--- src/sv/a2y_pkg.sv ---
`timescale 1ns / 1ps
// ----------------------------------------------------------------------------
// a2y_pkg
// Shared widths, register indexes and color coefficients for the ARGB to
// YUV 4:2:0 converter.
// ----------------------------------------------------------------------------
package a2y_pkg;

	// configuration port
	localparam int CFG_W     = 13;
	localparam int CFG_IDX_W = 2;

	typedef enum logic [CFG_IDX_W-1:0] {
		REG_FRAME_WIDTH  = 2'd0,
		REG_FRAME_HEIGHT = 2'd1
	} cfg_reg_t;

	// pixel and result widths
	localparam int PIX_W  = 32;
	localparam int CH_W   = 8;
	// numerators stay in 0..25550
	localparam int NUM_W  = 15;

	// bt.601 style coefficients, scaled by 100
	localparam int unsigned Y_R    = 30;
	localparam int unsigned Y_G    = 59;
	localparam int unsigned Y_B    = 11;
	localparam int unsigned U_R    = 17;
	localparam int unsigned U_G    = 33;
	localparam int unsigned U_B    = 50;
	localparam int unsigned V_R    = 50;
	localparam int unsigned V_G    = 42;
	localparam int unsigned V_B    = 8;
	localparam int unsigned C_BIAS = 12800;

	// divide by 100 as multiply by 5243 and shift by 19, exact below 43690
	localparam int MUL_W        = 13;
	localparam int unsigned DIV100_MUL   = 5243;
	localparam int DIV100_SHIFT = 19;
	localparam int PROD_W       = NUM_W + MUL_W;

	typedef logic [NUM_W-1:0] num_t;

	// quotient of a numerator by 100
	function automatic logic [CH_W-1:0] div100(input num_t n);
		logic [PROD_W-1:0] prod;
		prod = PROD_W'(n) * PROD_W'(DIV100_MUL);
		return prod[DIV100_SHIFT +: CH_W];
	endfunction

endpackage

--- src/sv/argb_to_yuv420_converter.sv ---
`timescale 1ns / 1ps
// ----------------------------------------------------------------------------
// argb_to_yuv420_converter
// Converts a raster stream of ARGB pixels to Y on every pixel and U/V on
// pixels at even column and even row (top-left 2x2 subsampling). One pixel
// is taken per clock unless the pipe is stalled: stage one registers the
// three weighted sums, stage two divides each by 100 with a constant
// multiply into the result register, which drives the output. The input
// stalls only while both stages hold beats and out_ready is low. Column
// and row counters track the raster position and wrap at the end of the
// frame, which is flagged on the last pixel. A frame side of 0 acts as 1,
// and one above MAX_FRAME_SIDE acts as MAX_FRAME_SIDE. Alpha is ignored,
// and U/V read 0 when chroma_valid is low.
// ----------------------------------------------------------------------------
module argb_to_yuv420_converter #(
	parameter int MAX_FRAME_SIDE = 4096
) (
	input  logic                              clk,
	input  logic                              arst_n,
	// configuration
	input  logic                              cfg_we,
	input  logic [a2y_pkg::CFG_IDX_W-1:0]     cfg_index,
	input  logic [a2y_pkg::CFG_W-1:0]         cfg_data,
	// pixel input
	input  logic                              in_valid,
	output logic                              in_ready,
	input  logic [a2y_pkg::PIX_W-1:0]         pixel_argb,
	// result output
	output logic                              out_valid,
	input  logic                              out_ready,
	output logic [a2y_pkg::CH_W-1:0]          luma,
	output logic [a2y_pkg::CH_W-1:0]          chroma_u,
	output logic [a2y_pkg::CH_W-1:0]          chroma_v,
	output logic                              chroma_valid,
	output logic                              end_of_frame
);

	localparam int CW = $clog2(MAX_FRAME_SIDE);
	localparam int SW = (CW + 1 > a2y_pkg::CFG_W) ? CW + 1 : a2y_pkg::CFG_W;
	localparam int NW = a2y_pkg::NUM_W;

	// configuration registers
	logic [a2y_pkg::CFG_W-1:0] frame_width_q, frame_height_q;

	always_ff @(posedge clk or negedge arst_n) begin
		if (!arst_n) begin
			frame_width_q  <= a2y_pkg::CFG_W'(640);
			frame_height_q <= a2y_pkg::CFG_W'(480);
		end else if (cfg_we) begin
			case (cfg_index)
				a2y_pkg::REG_FRAME_WIDTH:  frame_width_q  <= cfg_data;
				a2y_pkg::REG_FRAME_HEIGHT: frame_height_q <= cfg_data;
				default: ;
			endcase
		end
	end

	// effective frame limits (side minus one)
	logic [SW-1:0] w_ext, h_ext, w_eff, h_eff, w_lim, h_lim;

	always_comb begin
		w_ext = SW'(frame_width_q);
		h_ext = SW'(frame_height_q);
		if (w_ext == '0)
			w_eff = SW'(1);
		else if (w_ext > SW'(MAX_FRAME_SIDE))
			w_eff = SW'(MAX_FRAME_SIDE);
		else
			w_eff = w_ext;
		if (h_ext == '0)
			h_eff = SW'(1);
		else if (h_ext > SW'(MAX_FRAME_SIDE))
			h_eff = SW'(MAX_FRAME_SIDE);
		else
			h_eff = h_ext;
		w_lim = w_eff - SW'(1);
		h_lim = h_eff - SW'(1);
	end

	// pipeline flow control
	logic vld_s1, vld_s2;
	logic adv_s1, adv_s2, in_beat;

	assign adv_s2   = !vld_s2 || out_ready;
	assign adv_s1   = !vld_s1 || adv_s2;
	assign in_ready = adv_s1;
	assign in_beat  = in_valid && in_ready;

	// raster position
	logic [CW-1:0] col_q, row_q;
	logic          last_col, last_row, chroma_pos;

	assign last_col   = SW'(col_q) >= w_lim;
	assign last_row   = SW'(row_q) >= h_lim;
	assign chroma_pos = !col_q[0] && !row_q[0];

	always_ff @(posedge clk or negedge arst_n) begin
		if (!arst_n) begin
			col_q <= '0;
			row_q <= '0;
		end else if (in_beat) begin
			if (last_col) begin
				col_q <= '0;
				if (last_row)
					row_q <= '0;
				else
					row_q <= row_q + CW'(1);
			end else begin
				col_q <= col_q + CW'(1);
			end
		end
	end

	// weighted sums, modulo arithmetic is exact since each lies in 0..25550
	logic [NW-1:0] r_n, g_n, b_n, y_num, u_num, v_num;

	always_comb begin
		r_n   = NW'(pixel_argb[23:16]);
		g_n   = NW'(pixel_argb[15:8]);
		b_n   = NW'(pixel_argb[7:0]);
		y_num = NW'(a2y_pkg::Y_R) * r_n + NW'(a2y_pkg::Y_G) * g_n
			+ NW'(a2y_pkg::Y_B) * b_n;
		u_num = NW'(a2y_pkg::U_B) * b_n + NW'(a2y_pkg::C_BIAS)
			- NW'(a2y_pkg::U_R) * r_n - NW'(a2y_pkg::U_G) * g_n;
		v_num = NW'(a2y_pkg::V_R) * r_n + NW'(a2y_pkg::C_BIAS)
			- NW'(a2y_pkg::V_G) * g_n - NW'(a2y_pkg::V_B) * b_n;
	end

	// stage one: numerators and position flags
	a2y_pkg::num_t y_num_s1, u_num_s1, v_num_s1;
	logic          chroma_s1, eof_s1;

	always_ff @(posedge clk or negedge arst_n) begin
		if (!arst_n)
			vld_s1 <= 1'b0;
		else if (adv_s1)
			vld_s1 <= in_valid;
	end

	always_ff @(posedge clk) begin
		if (in_beat) begin
			y_num_s1  <= y_num;
			u_num_s1  <= chroma_pos ? u_num : '0;
			v_num_s1  <= chroma_pos ? v_num : '0;
			chroma_s1 <= chroma_pos;
			eof_s1    <= last_col && last_row;
		end
	end

	// stage two: divide by 100 and hold the result beat
	logic [a2y_pkg::CH_W-1:0] luma_s2, u_s2, v_s2;
	logic                     chroma_s2, eof_s2;

	always_ff @(posedge clk or negedge arst_n) begin
		if (!arst_n)
			vld_s2 <= 1'b0;
		else if (adv_s2)
			vld_s2 <= vld_s1;
	end

	always_ff @(posedge clk) begin
		if (adv_s2 && vld_s1) begin
			luma_s2   <= a2y_pkg::div100(y_num_s1);
			u_s2      <= a2y_pkg::div100(u_num_s1);
			v_s2      <= a2y_pkg::div100(v_num_s1);
			chroma_s2 <= chroma_s1;
			eof_s2    <= eof_s1;
		end
	end

	assign out_valid    = vld_s2;
	assign luma         = luma_s2;
	assign chroma_u     = u_s2;
	assign chroma_v     = v_s2;
	assign chroma_valid = chroma_s2;
	assign end_of_frame = eof_s2;

endmodule

--- config.mk ---
export PLATFORM = sky130hd
export DESIGN_NAME = argb_to_yuv420_converter
export DESIGN_NICKNAME = d
export VERILOG_FILES = /design/src/sv/a2y_pkg.sv /design/src/sv/argb_to_yuv420_converter.sv
export SDC_FILE = /design/constraint.sdc
export NUM_CORES = 1
export LEC_CHECK = 0
export ABC_AREA = 1
export ABC_CLOCK_PERIOD_IN_PS = 6700
export BUFFER_PORTS_ARGS = -buffer_cell sky130_fd_sc_hd__buf_4
export CAP_MARGIN = 15
export CORE_AREA = 2 2 225 227
export CTS_CLUSTER_DIAMETER = 120
export CTS_CLUSTER_SIZE = 30
export DETAILED_ROUTE_END_ITERATION = 16
export DIE_AREA = 0 0 227 229
export GPL_TIMING_DRIVEN = 0
export PLACE_DENSITY_LB_ADDON = 0.08
export RECOVER_POWER = 100
export SLEW_MARGIN = 30
export SYNTH_ARGS = -nofsm -noshare
export SYNTH_HDL_FRONTEND = slang
export SYNTH_SLANG_ARGS = --single-unit
--- constraint.sdc ---
create_clock -name clk -period 6.7 [get_ports clk]
set_clock_uncertainty 0.1 [all_clocks]
set_input_delay 1.34 -clock clk [delete_from_list [all_inputs] [get_ports clk]]
set_output_delay 1.34 -clock clk [all_outputs]
set_load 0.005 [all_outputs]
---- Yosys cells after proc, flatten, opt, wreduce, memory -nomap -nowiden ----
Index checks and enable logic that the tools add are counted.
storage, ports and cells
  register bits ........................... 125
  input bits .............................. 52
  output and inout port bits .............. 28
  logic and storage cells ................. 66
operators by class
  add/subtract/negate cells ............... 12
  multipliers ............................. 11
  $lt $le $gt $ge ......................... 4
  equality and inequality tests ........... 1
  muxes and demuxes ....................... 6
  reductions and logical operators ........ 16
operator list
  cell                                                   count
  multiplier 15 x 13 -> 27 bit, second input constant    3
  multiplier 5 x 8 -> 13 bit, first input constant       4
  2-to-1 mux 13 bit                                      4
  adder 14 x 14 -> 15 bit, second input constant         2
  subtractor 15 x 14 -> 15 bit                           2
  multiplier 6 x 8 -> 14 bit, first input constant       2
  greater-or-equal comparator 12 x 13 -> 1 bit           2
  greater-than comparator 13 bit, second input constant  2
  logical NOT 13 bit                                     2
  subtractor 13 x 1 -> 13 bit, second input constant     2
  adder 12 x 1 -> 12 bit, second input constant          2
  multiplier 4 x 8 -> 12 bit, first input constant       2
  2-to-1 mux 12 bit                                      2
  adder 13 x 14 -> 15 bit                                1
  adder 15 x 12 -> 15 bit                                1
  subtractor 15 x 11 -> 15 bit                           1
  subtractor 15 x 13 -> 15 bit                           1
  AND reduction 2 bit                                    3
  logical AND 1 bit                                      4
  logical NOT 1 bit                                      4
  == test 2 x 1 -> 1 bit, second input constant          1
  logical NOT 2 bit                                      1
  logical OR 1 bit                                       2

---- Longest topological paths before layout ----
  word-level depth ........................ 6
  gate-level depth with buffers ........... 27
  mapped depth without buffers ............ 26

---- Worst setup path before layout ----
No wires, ideal clock.
  kind .................................... input-to-reg
  start point ............................. in pixel_argb[16] in the netlist's numbering
  end point ............................... reg y_num_s1[13], data pin
  setup time .............................. 0.265 ns
  arrival time ............................ 5.965 ns
  required time ........................... 6.335 ns
  path slack .............................. 0.370 ns
  stages .................................. 19
  path buffers ............................ 0
  path through ............................ fa_1 fa_1 inv_1 fa_1 o21ai_0 xor2_1 inv_1 fa_1 inv_1 fa_1 fa_1 inv_1 ha_1 a21oi_1 o21ai_0 a21oi_1 o21a_1 o21ai_0 xor2_1
on the way
  cells in the longest elaborated chain, start to end .. 3
RTL lines
  item                        RTL line                         source
  start, declared             argb_to_yuv420_converter.sv:27   input logic [a2y_pkg::PIX_W-1:0] pixel_argb,
  multiplier 4 x 8 -> 12 bit  argb_to_yuv420_converter.sv:121  y_num = NW'(a2y_pkg::Y_R) * r_n + NW'(a2y_pkg::Y_G) * g_n
  adder 13 x 14 -> 15 bit     argb_to_yuv420_converter.sv:121
  adder 15 x 12 -> 15 bit     argb_to_yuv420_converter.sv:122  + NW'(a2y_pkg::Y_B) * b_n;
  via y_num[13]               argb_to_yuv420_converter.sv:115  logic [NW-1:0] r_n, g_n, b_n, y_num, u_num, v_num;
  end signal, assigned        argb_to_yuv420_converter.sv:142  y_num_s1 <= y_num;
  end, declared               argb_to_yuv420_converter.sv:130  a2y_pkg::num_t y_num_s1, u_num_s1, v_num_s1;
The timed path passes the listed nets, and every way through them passes these cells.
A chain may end at the register's enable or synchronous reset.

---- Final worst setup path ----
  start point ............................. in pixel_argb[18] in the netlist's numbering
  end point ............................... reg y_num_s1[13], data pin
The elaborated chain is that of the path after synthesis.

==> key figures <==
Status
  – Status: finished, violations left
  – Violated checks: capacitance limit, slew limit

Finish
  – Final nets: 3,773
  – Fillers: 4,701
  – Post-Layout Cell Count: 3,560
  – Ant. Diodes: 0
  – Area delta synth->final: 8.04%
  – Final Cell Area: 26,500 µm²
  – Fraction of layout cells with a size suffix above 1: 0.0454

STA
  – Fmax: 0.156 GHz
  – Worst hold slack: 0.394 ns
  – Worst slew margin: -0.910
  – Fin. max-slew vios: 116
  – Final TNS setup: 0 ns
  – Worst slew pin tran: 2.86 ns
  – Final period utilization: 0.958
  – Final setup fails: 0
  – Clock period minus worst slack: 6.42 ns
  – Final Hold Viols: 0

Critical path
  – Worst Reg2Reg Path Length in Cells: 16
  – R2R Path End: chroma_v[5]$_DFFE_PP_
  – CP Data Arrival Time: 6.62 ns
  – CP max stage delay: 0.52 ns
  – Worst path required time: 6.89 ns
  – Crit end category: register
  – RR Startpoint: v_num_s1[9]$_SDFFCE_PN0P_
  – Critical path class: primary input to register
  – Crit Path Max Fanout: 8
  – Critical path, cell by cell: buf_4, clkinvlp_4, fa_1, fa_1, inv_1, ha_4, nand2_1, o21ai_2, xor2_1, inv_1, fa_1, inv_1, fa_1, fa_1, inv_1, ha_1, nand2_1, nor3_1, a21oi_2, o21a_1, o21ai_0, xor2_1
  – R2R Setup Slk: 1.81 ns
  – WP buf/inv: 6
  – Cell with the most instances on the worst path: fa_1
  – Critical-path cell with the highest stage delay: fa_1
  – Worst setup SP type: primary input
  – Delay-heaviest family, CP: adder cells

Die
  – Io pins: 80
  – Row count: 82
  – Die width: 227 µm
  – Starting Density: 0.493
  – Chip height: 229 µm
  – Core Box Area: 49,700 µm²
  – Die Area: 52,000 µm²

Placed design
  – Post-DP HPWL: 44,600 µm
  – Gpl congestion: 0.870
  – Post-DP Area: 25,900 µm²
  – Placed Cells incl. Taps: 3,526
  – Port Buffers: 71

Worst hold path
  – Hold path depth: 2
  – Min-delay src: vld_s1$_DFFE_PN0N_
  – HP Class: register to register
  – Worst hold endpoint: out_valid$_DFFE_PN0P_

GRT
  – Overall Global Routing Usage: 0.215
  – Initial antenna violation count: 0
  – First-pass GRT wire length: 89,100 µm
  – Gr ovfl total: 0
  – Pin count of the biggest net entering global routing: 53
  – Number of global-route vias before repair: 18,400

Yosys
  – Top cells by area, synth: ha_1 (28%), fa_1 (25%), inv_1 (12%), edfxtp_1 (8.7%), nand2_1 (5.2%)
  – Synth unique cells: 47
  – Ys Warns: 0
  – EDFF count, synth: 71
  – Main flop type after synthesis: edfxtp_1
  – #FFs+latches synth: 123
  – Leading area contributor after synthesis: ha_1
  – Most frequent cell after synthesis: inv_1
  – Synth Net Count: 3,680
  – Synthesized area per cell: 8.81 µm²
  – Share of the synthesized area in the top cell type: 0.277
  – Sequential element share of the synthesized area: 0.140
  – Most common library cells after synthesis: inv_1 (763), ha_1 (542), nand2_1 (338), fa_1 (304), a21oi_1 (143)
  – FFs w/ async S/R, synth: 0.423
  – Post-Syn Instances: 2,782
  – Synth Cell Area: 24,500 µm²

Clocking
  – Clk buf depth: 2
  – Clock root buffer: clkbuf_16
  – Reg clk slew, reported paths: 0.06 ns
  – Clock Latency Late Sink: 0.47 ns
  – H-tree Lvls: 4
  – TritonCTS Sinks: 123
  – CTS tree: built
  – Hold_buf cts: 0
  – CTS buffer count: 17

Route
  – Detailed-route via count: 17,400
  – WL/cell: 14.3 µm
  – # DRC: 0
  – Initial DRC Count: 629
  – Post-route antenna net violation count: 0
  – Via density: 4.89
  – Detailed-route wire length: 50,900 µm
  – First-pass iteration count of the detailed router: 5

Job
  – Max_cap viols: 3
## cell usage in the layout (no fill, tap or decap), types with 4 or more instances in the layout
cell type and instances:
nand2_1 338, a21o_1 16, o211ai_1 4, ha_1 541, a21oi_1 142, nor4_1 7, nor2_1 123, nand3_1 78
clkbuf_16 17, dfrtp_1 46, o21a_1 7, inv_6 5, buf_4 40, xnor2_1 39, o21ai_0 116, a31oi_1 5
nand4_1 18, a211oi_1 6, inv_8 5, nand2_2 4, nor3_1 19, xor2_1 71, edfxtp_1 71, clkbuf_1 16
inv_1 762, dfstp_2 6, fa_1 304, o21bai_1 9, clkbuf_4 29
## final cells by class
type / instances / area (µm²) / share of cell area
repair buffers: 74 / 529 / 0.0200
multi-input cells: 1880 / 18100 / 0.685
plain buffers: 13 / 57.6 / 0.00217
flip-flops and latches: 123 / 3440 / 0.130
clock inverters: 15 / 168 / 0.00633
inverters: 766 / 2880 / 0.109
clock buffers: 17 / 425 / 0.0161
well taps: 672 / 841 / 0.0318
## repair_timing
action / in CTS / in global routing
setup buffers: 0 / 2
setup endpoints to repair: 0 / 3
gates resized for setup: 0 / 6
## logic make-up (layout without fill, tap and decap cells)
family / Yosys count / count (layout) / synth area share
AOI/OAI and AO/OA: 323 / 323 / 0.0725
xor gates and xnor gates: 110 / 110 / 0.0393
adders and majority gates: 846 / 846 / 0.525
buffers and inverters: 779 / 885 / 0.120
DFF: 123 / 123 / 0.140
and+or+nand+nor: 601 / 601 / 0.103
## per-layer routing
layer  global-route usage  part of all wire  wire (µm)
met1                0.305              0.50      25600
met2                0.350              0.45      23100
met3               0.0308             0.030       1540
met4               0.0460             0.013        683
met5                    0                 0          0
## worst min-delay path, cell delays in order, from the launching register on
cell and delay, ns:
dfrtp_1 0.35, inv_1 0.06, nand2_1 0.06
## state kept, by name (all words and copies together) (netlist names), 8 cells and up
name / count
u_num_s1: 15
y_num_s1: 15
frame_height_q: 13
frame_width_q: 13
v_num_s1: 13
col_q: 12
row_q: 12
chroma_u: 8
chroma_v: 8
luma: 8
## metrics by stage
stage / util / worst slack (ns)
finish: 0.533 / 0.278
global route: 0.533 / -0.000626
CTS: 0.534 / 0.118
detailed placement: 0.522 / -0.393
global placement: 0.521 / -0.265
floorplan: - / 0.370
## how the worst max path moves through the flow
stage / start / end / slack, ns / depth (start not counted)
6_report: pixel_argb[18] / y_num_s1[13]$_DFFE_PP_ / 0.28 / 22
5_1_grt: pixel_argb[18] / y_num_s1[12]$_DFFE_PP_ / -0.0006 / 25
4_1_cts: pixel_argb[18] / y_num_s1[13]$_DFFE_PP_ / 0.12 / 22
3_5_place_dp: pixel_argb[18] / y_num_s1[13]$_DFFE_PP_ / -0.39 / 22
3_3_place_gp: pixel_argb[18] / y_num_s1[13]$_DFFE_PP_ / -0.27 / 22
2_1_floorplan: pixel_argb[16] / y_num_s1[13]$_DFFE_PP_ / 0.37 / 19
Power is not shown: default switching activity piles up to over one toggle a cycle in this logic, so the estimate is an artifact.
